## src/sv/nd_array_part_splitter_defines.svh

```systemverilog
// assertion macros for the part splitter
`ifndef ND_ARRAY_PART_SPLITTER_DEFINES_SVH
`define ND_ARRAY_PART_SPLITTER_DEFINES_SVH

// property checked on every rising edge outside reset
`define SPL_ASSERT(label, prop) \
   label: assert property (@(posedge clock) disable iff (reset) prop) \
      else $error("part splitter assertion failed");

// property checked on every rising edge, reset included
`define SPL_ASSERT_ALWAYS(label, prop) \
   label: assert property (@(posedge clock) prop) \
      else $error("part splitter check failed");

`endif

```

## src/sv/spl_pkg.sv

```systemverilog
package spl_pkg;

   localparam int DIMS          = 4;
   localparam int DEF_MAX_DIMS  = 4;
   localparam int DEF_MAX_PARTS = 64;

   // register indexes
   localparam logic [2:0] CSR_NUM_DIMS = 3'd0;
   localparam logic [2:0] CSR_DIM_0    = 3'd1;
   localparam logic [2:0] CSR_DIM_1    = 3'd2;
   localparam logic [2:0] CSR_DIM_2    = 3'd3;
   localparam logic [2:0] CSR_DIM_3    = 3'd4;

   typedef struct packed {
      logic load;
      logic div_start;
      logic div_step;
      logic save;
      logic emit_run;
      logic emit_leaf;
      logic emit_err;
      logic descend;
      logic ascend;
   } cmd_type;

   typedef struct packed {
      logic bad;
      logic leaf;
      logic fits;
      logic div_done;
      logic run_end;
      logic lvl_zero;
      logic idx_lt_m;
   } sts_type;

endpackage

```

## src/sv/spl_dp.sv

```systemverilog
`include "nd_array_part_splitter_defines.svh"

module spl_dp #(
   parameter int MAX_DIMS  = spl_pkg::DEF_MAX_DIMS,
   parameter int MAX_PARTS = spl_pkg::DEF_MAX_PARTS
) (
   input  logic             clock,
   input  logic             reset,
   input  logic             csr_valid,
   input  logic [2:0]       csr_index,
   input  logic [31:0]      csr_wdata,
   input  logic [6:0]       req_part_count,
   input  spl_pkg::cmd_type cmd,
   output spl_pkg::sts_type sts,
   output logic             rsp_valid,
   output logic [5:0]       rsp_part_index,
   output logic [2:0]       rsp_slice_count,
   output logic [31:0]      rsp_slice_start_0,
   output logic [31:0]      rsp_slice_stop_0,
   output logic [31:0]      rsp_slice_start_1,
   output logic [31:0]      rsp_slice_stop_1,
   output logic [31:0]      rsp_slice_start_2,
   output logic [31:0]      rsp_slice_stop_2,
   output logic [31:0]      rsp_slice_start_3,
   output logic [31:0]      rsp_slice_stop_3,
   output logic             rsp_last_part,
   output logic             rsp_status
);

   localparam int DIMS = spl_pkg::DIMS;

   // configuration
   logic [2:0]  num_dims_ff;
   logic [31:0] dim_ff [DIMS];

   // traversal state
   logic [2:0]  depth_ff;
   logic [2:0]  lvl_ff;
   logic [6:0]  parts_ff [DIMS];
   logic [31:0] quo_lvl_ff [DIMS];
   logic [5:0]  rem_lvl_ff [DIMS];
   logic [5:0]  idx_ff [DIMS];
   logic [6:0]  run_i_ff;
   logic [31:0] acc_ff;
   logic [5:0]  emitted_ff;

   // divider
   logic [31:0] dvd_ff;
   logic [31:0] drem_ff;
   logic [31:0] dsr_ff;
   logic [4:0]  dcnt_ff;

   // result register
   logic        rsp_valid_ff;
   logic [5:0]  rsp_index_ff;
   logic [2:0]  rsp_count_ff;
   logic [31:0] rsp_start_ff [DIMS];
   logic [31:0] rsp_stop_ff [DIMS];
   logic        rsp_last_ff;
   logic        rsp_status_ff;

   logic [1:0]  li;
   logic [1:0]  pl;
   logic [31:0] m_cur;
   logic [6:0]  n_cur;
   logic [2:0]  req_depth;
   logic        bad_dim;
   logic [6:0]  n_sat;
   logic        run_extra;
   logic [31:0] run_stop;
   logic [6:0]  share;
   logic        anc_last;
   logic [32:0] trial;
   logic [31:0] start_in [DIMS];
   logic [31:0] stop_in [DIMS];
   logic        emit_any;

   assign li    = lvl_ff[1:0];
   assign pl    = li - 2'd1;
   assign m_cur = dim_ff[li];
   assign n_cur = parts_ff[li];

   assign req_depth = (num_dims_ff > 3'(MAX_DIMS)) ? 3'(MAX_DIMS) : num_dims_ff;
   assign n_sat     = (req_part_count > 7'(MAX_PARTS)) ? 7'(MAX_PARTS) : req_part_count;

   always_comb begin
      bad_dim = 1'b0;
      for (int d = 0; d < DIMS; d++) begin
         if ((3'(d) < req_depth) && (dim_ff[d] == 32'd0)) begin
            bad_dim = 1'b1;
         end
      end
   end

   assign run_extra = run_i_ff < {1'b0, rem_lvl_ff[li]};
   assign run_stop  = acc_ff + quo_lvl_ff[li] + {31'd0, run_extra};
   assign share     = quo_lvl_ff[li][6:0] + {6'd0, (idx_ff[li] < rem_lvl_ff[li])};

   // every enclosing level sits on its last index
   always_comb begin
      anc_last = 1'b1;
      for (int d = 0; d < DIMS; d++) begin
         if ((3'(d) < lvl_ff) && (({26'd0, idx_ff[d]} + 32'd1) != dim_ff[d])) begin
            anc_last = 1'b0;
         end
      end
   end

   assign trial = {drem_ff, dvd_ff[31]} - {1'b0, dsr_ff};

   assign sts.bad      = (req_part_count == 7'd0) || bad_dim;
   assign sts.leaf     = lvl_ff >= depth_ff;
   assign sts.fits     = {25'd0, n_cur} <= m_cur;
   assign sts.div_done = dcnt_ff == 5'd0;
   assign sts.run_end  = run_i_ff == (n_cur - 7'd1);
   assign sts.lvl_zero = lvl_ff == 3'd0;
   assign sts.idx_lt_m = {26'd0, idx_ff[li]} < m_cur;

   always_comb begin
      for (int d = 0; d < DIMS; d++) begin
         start_in[d] = 32'd0;
         stop_in[d]  = 32'd0;
         if (!cmd.emit_err) begin
            if (3'(d) < lvl_ff) begin
               start_in[d] = {26'd0, idx_ff[d]};
               stop_in[d]  = {26'd0, idx_ff[d]} + 32'd1;
            end else if (cmd.emit_run && (3'(d) == lvl_ff)) begin
               start_in[d] = acc_ff;
               stop_in[d]  = run_stop;
            end
         end
      end
   end

   assign emit_any = cmd.emit_run || cmd.emit_leaf || cmd.emit_err;

   always_ff @(posedge clock) begin
      if (reset) begin
         num_dims_ff <= 3'd1;
         for (int d = 0; d < DIMS; d++) begin
            dim_ff[d] <= 32'd1;
         end
      end else if (csr_valid) begin
         case (csr_index)
            spl_pkg::CSR_NUM_DIMS: num_dims_ff <= csr_wdata[2:0];
            spl_pkg::CSR_DIM_0:    dim_ff[0]   <= csr_wdata;
            spl_pkg::CSR_DIM_1:    dim_ff[1]   <= csr_wdata;
            spl_pkg::CSR_DIM_2:    dim_ff[2]   <= csr_wdata;
            spl_pkg::CSR_DIM_3:    dim_ff[3]   <= csr_wdata;
            default: ;
         endcase
      end
   end

   always_ff @(posedge clock) begin
      if (reset) begin
         lvl_ff       <= 3'd0;
         depth_ff     <= 3'd0;
         emitted_ff   <= 6'd0;
         dcnt_ff      <= 5'd0;
         rsp_valid_ff <= 1'b0;
      end else begin
         rsp_valid_ff <= emit_any;
         if (cmd.load) begin
            lvl_ff      <= 3'd0;
            depth_ff    <= req_depth;
            emitted_ff  <= 6'd0;
            parts_ff[0] <= n_sat;
         end
         if (cmd.div_start) begin
            dvd_ff  <= sts.fits ? m_cur : {25'd0, n_cur};
            dsr_ff  <= sts.fits ? {25'd0, n_cur} : m_cur;
            drem_ff <= 32'd0;
            dcnt_ff <= 5'd31;
         end
         if (cmd.div_step) begin
            if (!trial[32]) begin
               drem_ff <= trial[31:0];
               dvd_ff  <= {dvd_ff[30:0], 1'b1};
            end else begin
               drem_ff <= {drem_ff[30:0], dvd_ff[31]};
               dvd_ff  <= {dvd_ff[30:0], 1'b0};
            end
            dcnt_ff <= dcnt_ff - 5'd1;
         end
         if (cmd.save) begin
            quo_lvl_ff[li] <= dvd_ff;
            rem_lvl_ff[li] <= drem_ff[5:0];
            idx_ff[li]     <= 6'd0;
            run_i_ff       <= 7'd0;
            acc_ff         <= 32'd0;
         end
         if (cmd.emit_run) begin
            run_i_ff <= run_i_ff + 7'd1;
            acc_ff   <= run_stop;
         end
         if (cmd.emit_run || cmd.emit_leaf) begin
            emitted_ff <= emitted_ff + 6'd1;
         end
         if (cmd.descend) begin
            if (lvl_ff < 3'(DIMS - 1)) begin
               parts_ff[li + 2'd1] <= share;
            end
            lvl_ff <= lvl_ff + 3'd1;
         end
         if (cmd.ascend) begin
            lvl_ff     <= lvl_ff - 3'd1;
            idx_ff[pl] <= idx_ff[pl] + 6'd1;
         end
      end
   end

   always_ff @(posedge clock) begin
      if (emit_any) begin
         rsp_index_ff  <= cmd.emit_err ? 6'd0 : emitted_ff;
         rsp_count_ff  <= cmd.emit_err ? 3'd0 : (cmd.emit_run ? lvl_ff + 3'd1 : lvl_ff);
         rsp_last_ff   <= cmd.emit_err || (anc_last && (cmd.emit_leaf || sts.run_end));
         rsp_status_ff <= cmd.emit_err;
         for (int d = 0; d < DIMS; d++) begin
            rsp_start_ff[d] <= start_in[d];
            rsp_stop_ff[d]  <= stop_in[d];
         end
      end
   end

   assign rsp_valid         = rsp_valid_ff;
   assign rsp_part_index    = rsp_index_ff;
   assign rsp_slice_count   = rsp_count_ff;
   assign rsp_slice_start_0 = rsp_start_ff[0];
   assign rsp_slice_stop_0  = rsp_stop_ff[0];
   assign rsp_slice_start_1 = rsp_start_ff[1];
   assign rsp_slice_stop_1  = rsp_stop_ff[1];
   assign rsp_slice_start_2 = rsp_start_ff[2];
   assign rsp_slice_stop_2  = rsp_stop_ff[2];
   assign rsp_slice_start_3 = rsp_start_ff[3];
   assign rsp_slice_stop_3  = rsp_stop_ff[3];
   assign rsp_last_part     = rsp_last_ff;
   assign rsp_status        = rsp_status_ff;

   // a rejected request is always its own last word
   `SPL_ASSERT(a_err_last, (rsp_valid_ff && rsp_status_ff) |-> rsp_last_ff)
   // the walk never goes below the configured depth
   `SPL_ASSERT(a_lvl_depth, lvl_ff <= depth_ff)

endmodule

```

## src/sv/spl_ctrl.sv

```systemverilog
`include "nd_array_part_splitter_defines.svh"

module spl_ctrl (
   input  logic             clock,
   input  logic             reset,
   input  logic             start,
   output logic             busy,
   input  spl_pkg::sts_type sts,
   output spl_pkg::cmd_type cmd
);

   localparam logic [2:0] S_IDLE  = 3'd0;
   localparam logic [2:0] S_ENTER = 3'd1;
   localparam logic [2:0] S_DIV   = 3'd2;
   localparam logic [2:0] S_SAVE  = 3'd3;
   localparam logic [2:0] S_RUN   = 3'd4;
   localparam logic [2:0] S_DESC  = 3'd5;
   localparam logic [2:0] S_ASC   = 3'd6;
   localparam logic [2:0] S_CHECK = 3'd7;

   logic [2:0] state_ff;
   logic [2:0] state_in;

   always_comb begin
      state_in = state_ff;
      cmd      = '0;
      unique case (state_ff)
         S_IDLE: begin
            if (start) begin
               if (sts.bad) begin
                  cmd.emit_err = 1'b1;
               end else begin
                  cmd.load = 1'b1;
                  state_in = S_ENTER;
               end
            end
         end
         S_ENTER: begin
            if (sts.leaf) begin
               cmd.emit_leaf = 1'b1;
               state_in      = S_ASC;
            end else begin
               cmd.div_start = 1'b1;
               state_in      = S_DIV;
            end
         end
         S_DIV: begin
            cmd.div_step = 1'b1;
            if (sts.div_done) begin
               state_in = S_SAVE;
            end
         end
         S_SAVE: begin
            cmd.save = 1'b1;
            state_in = sts.fits ? S_RUN : S_DESC;
         end
         S_RUN: begin
            cmd.emit_run = 1'b1;
            if (sts.run_end) begin
               state_in = S_ASC;
            end
         end
         S_DESC: begin
            cmd.descend = 1'b1;
            state_in    = S_ENTER;
         end
         S_ASC: begin
            if (sts.lvl_zero) begin
               state_in = S_IDLE;
            end else begin
               cmd.ascend = 1'b1;
               state_in   = S_CHECK;
            end
         end
         S_CHECK: begin
            state_in = sts.idx_lt_m ? S_DESC : S_ASC;
         end
         default: state_in = S_IDLE;
      endcase
   end

   always_ff @(posedge clock) begin
      if (reset) begin
         state_ff <= S_IDLE;
      end else begin
         state_ff <= state_in;
      end
   end

   assign busy = state_ff != S_IDLE;

   // a good request always starts the walk
   `SPL_ASSERT(a_start_walk, (state_ff == S_IDLE && start && !sts.bad) |=> (state_ff == S_ENTER))
   // at most one word is produced per cycle
   `SPL_ASSERT(a_one_emit, $onehot0({cmd.emit_run, cmd.emit_leaf, cmd.emit_err}))

endmodule

```

## src/sv/nd_array_part_splitter.sv

```systemverilog
// near-equal part splitter for an array of up to four outer dimensions
// configuration: csr_valid/csr_ready write channel, csr_index picks the register
//   (0 num_dims, 1..4 dim sizes), csr_wdata the value; csr_ready is always high,
//   write only while busy is low
// request: a word is taken when start is high and busy is low; req_part_count
//   is the number of parts asked for (saturated to MAX_PARTS)
// results: one word per part on the rsp_ ports, marked by rsp_valid for one
//   cycle; rsp_last_part flags the final word of a request
// the receiver cannot stall, words appear whenever they are ready
// a zero part count or a zero size among the used dimensions gives a single
//   word with rsp_status set in the cycle after the request, and busy stays low
// walk: the walk visits levels depth first; every visited level that is not a leaf
//   runs a set-up, 32 shift-subtract steps and a save, a cut level then gives one
//   part per cycle, a shared level passes through ascend, check and descend for each
//   index on top of its children; with no dimensions the walk gives its one leaf
//   word from the enter state and goes idle through the ascend state
// the next request is taken once busy falls
// reset: configuration returns to one dimension of size one, walk goes idle
module nd_array_part_splitter #(
   parameter int MAX_DIMS  = spl_pkg::DEF_MAX_DIMS,
   parameter int MAX_PARTS = spl_pkg::DEF_MAX_PARTS
) (
   input  logic        clock,
   input  logic        reset,
   // configuration channel
   input  logic        csr_valid,
   output logic        csr_ready,
   input  logic [2:0]  csr_index,
   input  logic [31:0] csr_wdata,
   // request channel
   input  logic        start,
   output logic        busy,
   input  logic [6:0]  req_part_count,
   // result channel
   output logic        rsp_valid,
   output logic [5:0]  rsp_part_index,
   output logic [2:0]  rsp_slice_count,
   output logic [31:0] rsp_slice_start_0,
   output logic [31:0] rsp_slice_stop_0,
   output logic [31:0] rsp_slice_start_1,
   output logic [31:0] rsp_slice_stop_1,
   output logic [31:0] rsp_slice_start_2,
   output logic [31:0] rsp_slice_stop_2,
   output logic [31:0] rsp_slice_start_3,
   output logic [31:0] rsp_slice_stop_3,
   output logic        rsp_last_part,
   output logic        rsp_status
);

   spl_pkg::cmd_type cmd;
   spl_pkg::sts_type sts;

   // registers always take a write
   assign csr_ready = 1'b1;

   // sequencer for the depth-first walk
   spl_ctrl u_ctrl (
      .clock (clock),
      .reset (reset),
      .start (start),
      .busy  (busy),
      .sts   (sts),
      .cmd   (cmd)
   );

   // level stack, divider, run counter and result register
   spl_dp #(
      .MAX_DIMS  (MAX_DIMS),
      .MAX_PARTS (MAX_PARTS)
   ) u_dp (
      .clock             (clock),
      .reset             (reset),
      .csr_valid         (csr_valid),
      .csr_index         (csr_index),
      .csr_wdata         (csr_wdata),
      .req_part_count    (req_part_count),
      .cmd               (cmd),
      .sts               (sts),
      .rsp_valid         (rsp_valid),
      .rsp_part_index    (rsp_part_index),
      .rsp_slice_count   (rsp_slice_count),
      .rsp_slice_start_0 (rsp_slice_start_0),
      .rsp_slice_stop_0  (rsp_slice_stop_0),
      .rsp_slice_start_1 (rsp_slice_start_1),
      .rsp_slice_stop_1  (rsp_slice_stop_1),
      .rsp_slice_start_2 (rsp_slice_start_2),
      .rsp_slice_stop_2  (rsp_slice_stop_2),
      .rsp_slice_start_3 (rsp_slice_start_3),
      .rsp_slice_stop_3  (rsp_slice_stop_3),
      .rsp_last_part     (rsp_last_part),
      .rsp_status        (rsp_status)
   );

endmodule

```

## config.mk

```make
export PLATFORM = sky130hd
export DESIGN_NAME = nd_array_part_splitter
export DESIGN_NICKNAME = d
export VERILOG_FILES = /design/src/sv/spl_pkg.sv /design/src/sv/spl_dp.sv /design/src/sv/spl_ctrl.sv /design/src/sv/nd_array_part_splitter.sv
export VERILOG_INCLUDE_DIRS = /design/src /design/src/sv
export SDC_FILE = /design/constraint.sdc
export NUM_CORES = 1
export LEC_CHECK = 0
export BUFFER_PORTS_ARGS = -buffer_cell sky130_fd_sc_hd__buf_2
export CORE_MARGIN = 2
export CORE_UTILIZATION = 60
export CTS_CLUSTER_DIAMETER = 150
export DETAILED_ROUTE_END_ITERATION = 7
export HOLD_SLACK_MARGIN = 0.1
export PLACE_DENSITY = 0.81
export SETUP_SLACK_MARGIN = 0.5
export SYNTH_ARGS = -nofsm -noshare
export SYNTH_HDL_FRONTEND = slang
export SYNTH_SLANG_ARGS = --single-unit
export TNS_END_PERCENT = 1
```

## constraint.sdc

```tcl
create_clock -name clock -period 16.1 [get_ports clock]
set_input_delay 2.415 -clock clock [delete_from_list [all_inputs] [get_ports clock]]
set_output_delay 2.415 -clock clock [all_outputs]
set_load 0.05 [all_outputs]
```

Yosys cells after proc, flatten, opt, wreduce, memory -nomap -nowiden --
Memories as Yosys holds them, arrays and structs flattened. A register that Yosys moved wholly into a read port is not among the register bits. Cells that the tools add are included. W data, S select, Z words.
Storage, ports and cells: bits in registers 170, bits in writable memories 588, input port bits 46, output and inout bits 270, logic and storage cells 256, memories 7
Operators by class: add/subtract/negate cells 17, magnitude comparators 16, equal/unequal tests 23, multiplexer cells 132, bitwise logic cells 5, reduce and logical (&&, ||, !) cells 39
Memory list:
- u_dp.dim_ff | words 4, width 32, read ports 5, clocked after memory_dff 1, wr ports 4, RTL line spl_dp.sv:34 | logic [31:0] dim_ff [DIMS];
- u_dp.quo_lvl_ff | words 4, width 32, read ports 1, clocked after memory_dff 1, wr ports 1, RTL line spl_dp.sv:40 | logic [31:0] quo_lvl_ff [DIMS];
- u_dp.rsp_start_ff | words 4, width 32, read ports 4, clocked after memory_dff 0, wr ports 4, RTL line spl_dp.sv:57 | logic [31:0] rsp_start_ff [DIMS];
- u_dp.rsp_stop_ff | words 4, width 32, read ports 4, clocked after memory_dff 0, wr ports 4, RTL line spl_dp.sv:58 | logic [31:0] rsp_stop_ff [DIMS];
- u_dp.parts_ff | words 4, width 7, read ports 1, clocked after memory_dff 1, wr ports 1, RTL line spl_dp.sv:39 | logic [6:0] parts_ff [DIMS];
- u_dp.idx_ff | words 4, width 6, read ports 6, clocked after memory_dff 1, wr ports 1, RTL line spl_dp.sv:42 | logic [5:0] idx_ff [DIMS];
- +1 memories
Operators by type and width (count):
- $mux W32 | 36
- $logic_not A32 Y1 | 4
- $ne A32 B32 Y1 | 2
- $ne A7 B32 Y1 | 2
- $mux W1 | 61
- $mux W7 | 5
- $mux W3 | 11
- $sub A33 B32 Y33 | 1
- $add A32 B1 Y32 | 1
- $add A32 B32 Y32 | 1
- $le A7 B32 Y1 | 1
- $lt A6 B32 Y1 | 1
- $add A6 B1 Y7 const B | 4
- $mux W2 | 13
- $pmux W3 S8 | 1
- $mux W6 | 3
- $eq A3 B3 Y1 const B | 5
- $logic_and A1 B1 Y1 | 13
- $add A6 B1 Y6 const B | 2
- $eq A3 B2 Y1 const B | 4
- $lt A1 B3 Y1 const A | 4
- $lt A2 B3 Y1 const A | 4
- $mux W5 | 2
- $logic_not A3 Y1 | 3
- 31 further kinds | 48

Logic depth before layout (Yosys ltp) --
depth in word-level cells 17, mapped depth 26, depth with buffers taken out 21

By module --
Synthesis repeated with hierarchy kept, for this count alone.
Second synthesis, totals: cells, all modules 2585, area total of the unflattened synthesis 35231.3 um^2
By module, submodules not included:
- spl_dp | instances 1, cells each 2539, area each 34894.7 um^2, sequential area each 22501.6 um^2
- spl_ctrl | instances 1, cells each 44, area each 325.3 um^2, sequential area each 60.1 um^2
- nd_array_part_splitter | instances 1, cells each 2, area each 11.3 um^2, sequential area each 0.0 um^2

Worst setup path after synthesis --
OpenSTA, ideal clock, no wires.
path kind input-to-reg, from input port req_part_count[3], to register u_dp.rsp_last_ff, in the netlist u_dp.rsp_last_part, enable pin, library setup time 0.677 ns, arrival 10.062 ns, path slack 5.361 ns, stages 7, buffers on the path 1, cells stage by stage or4_1 > nor4_1 > a21oi_1 > nand4_1 > and3_1 > clkbuf_1 > nand2b_1
Between the ends: cells in the longest elaborated chain, start to end 6
RTL lines:
- start: declaration | RTL line nd_array_part_splitter.sv:33 | input logic [6:0] req_part_count,
- $logic_not A7 Y1 | RTL line spl_dp.sv:111 | assign sts.bad = (req_part_count == 7'd0) || bad_dim;
- $logic_or A1 B1 Y1 | RTL line spl_dp.sv:111
- $mux W1 | RTL line spl_ctrl.sv:30 | if (sts.bad) begin
- $mux W1 | RTL line spl_ctrl.sv:29 | if (start) begin
- $mux W1 | RTL line spl_ctrl.sv:27 | unique case (state_ff)
- $logic_or A1 B1 Y1 | RTL line spl_dp.sv:135 | assign emit_any = cmd.emit_run || cmd.emit_leaf || cmd.emit_err;
- net u_dp.emit_any | RTL line spl_dp.sv:76 | logic emit_any;
- end signal: assignment | RTL line spl_dp.sv:217 | rsp_last_ff <= cmd.emit_err || (anc_last && (cmd.emit_leaf || sts.run_end));
- end: declaration | RTL line spl_dp.sv:59 | logic rsp_last_ff;
The timed path passes the listed nets, and every way through them passes these cells. A chain may end at the register's enable or synchronous reset.

==> summary.txt <==
Floorplan
  • DIE HEIGHT: 246 µm
  • Area of the core: 57800 µm²
  • Die width: 246 µm
  • FP Rows: 88
  • Top-Level Pins: 316
  • DIE AREA: 60500 µm²
  • Starting density of the core: 60.8%

Yosys
  • Post-synth top area cell: edfxtp_1
  • Register area share after synthesis: 64.2%
  • Synthesis Warnings: 0
  • Asr flop ratio synth: 0%
  • #FFs+latches synth: 760
  • Top-area cell type share of the netlist area: 62.7%
  • Top cells by area, synth: edfxtp_1 (63%), mux4_2 (4.7%), and2_1 (4.3%)
  • Avg Cell Area, Syn: 13.6 µm²
  • Count of different cell masters after synthesis: 77
  • Number of synthesized flops with an enable pin: 734
  • Syn Inst Count: 2588
  • Most used DFF post-synth: edfxtp_1
  • Synth Cell Area: 35100 µm²

Detailed routing
  • Router iterations before antenna repair: 6
  • WL/cell: 22.7 µm
  • Drt first-iter violations: 2363
  • Post-route ant nets: 0
  • Vias: 22800
  • DR DRC count: 0
  • Final WL: 85300 µm
  • Vias/cell: 6.07

Cells and area
  • Net count reported at finish: 3085
  • Finished Cell Area: 40200 µm²
  • Share of cells above drive strength 1: 19.2%
  • Number of diodes: 0
  • Area grow syn2layout: 14.4%

Pwr
  • Pwr/cell area: 178 nW/µm²
  • Max VDD drop: 0.235 mV
  • Leak: 0.0150 µW

Worst setup path
  • Crit path cell chain: mux4_2 > inv_1 > ha_1 > a21o_1 > a21o_1 > a21oi_1 > nor2b_1 > o21ai_0 > nand2_1 > fa_1 > nor2b_1 > o21ai_0 > a21boi_1 > o211ai_1 > o311ai_1 > a211oi_1 > or2_2 > o21ai_0 > xnor2_1 > nor2_1
  • WP data arrival: 6.68 ns
  • Crit path max fanout: 39
  • Flop-to-flop setup slack: 9.77 ns
  • Max incr delay on CP: 0.89 ns
  • WP data required: 16.44 ns
  • Setup CP Type: flip-flop to flip-flop
  • CP dominant cell by count: o21ai_0
  • Worst setup SP type: flip-flop
  • CP max-delay cell: o311ai_1
  • Critical path endpoint category: flip-flop

Clock network
  • Post-CTS Setup Bufs: 0
  • Post-CTS Resized: 0
  • Clock Root Buffer: clkbuf_16
  • CTS max path bufs: 3
  • H-Tree Depth: 3
  • Clock-pin slew on the worst setup and hold paths: 0.06 ns
  • # clock sinks: 760
  • Num CTS Buffers: 77
  • Clock latency on the worst-skew pair: 0.62 ns
  • TritonCTS clock tree: yes
  • Hold buffer count at CTS: 0

STA
  • Final Max Slew Viols: 0
  • F_max: 0.158 GHz
  • RSZ-0062 raised after global routing: false
  • Tcrit/Tclk final: 39.3%
  • Max-slew headroom: 13.6%
  • Final min period: 6.33 ns
  • Fin Setup TNS: 0 ns
  • Hold Vio Cnt, Final: 0
  • Worst hold slack: 0.458 ns
  • Skew final: 0.0251 ns
  • Setup ws final: 9.77 ns
  • Tightest Pin Transition: 1.28 ns
  • Endpoints failing setup: 0

Global route
  • GRT overflow: 0
  • M1 GR Usage: 38.4%
  • Initial antenna violation count: 0
  • Vias in the first global route: 22100
  • Busiest grt layer: met2
  • Largest net degree at the start of global routing: 93
  • Met2 Usage GRT: 45.9%
  • Global-route wire length before repair: 129000 µm
  • GR met3 Demand/Resource: 4.78%
  • GRT Util Overall: 28.1%

Place
  • Port Buffers: 314
  • RD Place Congestion: 0.916
  • Worst slack at placement: 9.19 ns
  • Post-DP HPWL: 59000 µm
  • Placed cell area: 37600 µm²

Outcome
  • Status: finished, final reports clean

Hold path
  • Hold Path Class: flip-flop to flip-flop

Job
  • Max-cap violations: 0
[through the flow]
step	total power [µW]	cells	util (%)
after floorplan	4850	2612	-
after global placement	5280	3617	65.0
after detailed placement	5340	3617	65.0
after CTS	7170	3755	69.5
after global routing	7400	3755	69.5
final	7150	3755	69.5
[metal layers]
metal  vias to the layer above  routed length [µm]  part of all wire [%]
li1                      10200                   -                     -
met1                     11300               34400                    40
met4                         0                2530                   3.0
met3                       163                7010                   8.2
met2                      1070               41400                    49
met5                         -                   0                     0
[registers in the layout, indices dropped and copies added, names as in the netlist, 5 cells and up, named ones only]
register,count
u_dp.rem_lvl_ff,24
u_dp.dsr_ff,32
u_dp.parts_ff,28
u_dp.rsp_part_index,6
u_dp.acc_ff,32
u_dp.idx_ff,24
u_dp.dcnt_ff,5
u_dp.quo_lvl_ff,128
u_dp.rsp_stop_ff,128
u_dp.run_i_ff,7
u_dp.dvd_ff,32
u_dp.rsp_start_ff,128
u_dp.emitted_ff,6
u_dp.drem_ff,32
u_dp.dim_ff,128
[power by group]
| group | internal, µW | total [µW] | switching, µW |
|---|---|---|---|
| combinational | 498 | 2400 | 1900 |
| clock | 1090 | 1840 | 749 |
| sequential | 2720 | 2910 | 188 |
| total | 4320 | 7150 | 2840 |
[cells in the mapped netlist, types with 5 or more instances]
master,count
nand3b_1,13
a31oi_1,7
a21oi_1,113
mux2i_1,16
o21ai_0,63
buf_6,5
o21bai_1,10
clkbuf_1,87
and2_1,241
o31ai_1,11
mux2_2,5
nand2b_1,22
and3_1,25
o21ai_1,12
o22ai_1,11
nor2b_1,22
o21a_1,11
edfxtp_1,734
buf_2,13
or2_2,7
xor2_1,53
a221oi_1,6
nor3_1,27
xnor2_1,71
nand3_1,52
a22o_1,16
nand2_1,151
a211oi_1,7
mux4_2,74
nor2_1,291
and4_1,5
or3_1,9
mux4_1,15
nand4_1,16
nor4_1,34
a21o_1,33
inv_1,92
dfxtp_1,26
ha_1,105
[path summary, 6_finish.rpt]
path / cells after the start / to / start
max: 20 / u_dp.rsp_stop_ff[3][19]$_SDFFCE_PP0P_ / flip-flop
min reg2reg: 2 / u_dp.depth_ff[0]$_SDFFE_PP0P_ / u_dp.depth_ff[0]$_SDFFE_PP0P_
max reg2reg: 20 / u_dp.rsp_stop_ff[3][19]$_SDFFCE_PP0P_ / flip-flop
min: 2 / u_dp.depth_ff[0]$_SDFFE_PP0P_ / u_dp.depth_ff[0]$_SDFFE_PP0P_
[kinds of logic after synthesis]
family | count (synthesis) | synth area share [%]
buffers and inverters | 202 | 2.44
adders and majority gates | 108 | 3.91
other | 2 | 0.0214
DFF | 760 | 64.2
xor gates and xnor gates | 124 | 3.09
and+or+nand+nor | 931 | 13.4
AOI/OAI and AO/OA | 350 | 6.36
muxes | 111 | 6.51
[critical path, delay by kind of cell, from the launching register on]
kind / cells / cell delay, ns
XOR/XNOR: 1 / 0.26
AND/OR/NAND/NOR: 5 / 0.81
flip-flops: 1 / 0.84
multiplexers: 1 / 0.59
adder cells (fa/ha/maj): 2 / 0.66
AO/OA/AOI/OAI: 10 / 2.75
buffers and inverters: 1 / 0.09
[cell type report]
| cell class | count | area, µm² |
|---|---|---|
| Timing Repair Buffer | 350 | 1840 |
| Fill cell | 3851 | 17600 |
| Sequential cell | 760 | 22600 |
| Clock inverter | 43 | 534 |
| Clock buffer | 95 | 2070 |
| Multi-Input combinational cell | 1650 | 11900 |
| Tap cell | 765 | 957 |
| Inverter | 92 | 345 |
[cell usage in the layout, fill, tap and decap left out, drive strengths merged, types with 8 or more instances in the layout]
master    n
nand4    16
nor3     29
mux4     89
o31ai    11
a22o     16
mux2i    16
inv      97
o21ai    76
nand3    52
nor2b    22
nand2b   22
o21a     11
conb     26
ha      105
xor2     53
nand3b   13
dfxtp    26
nor2    291
xnor2    71
o21bai   10
clkbuf   95
nand2   151
and2    241
edfxtp  734
a21o     33
bufinv   11
a21oi   113
o22ai    11
buf     350
clkinv   21
a211oi    8
and3     25
or3       9
nor4     38
Power figures use the tool's default switching activity.
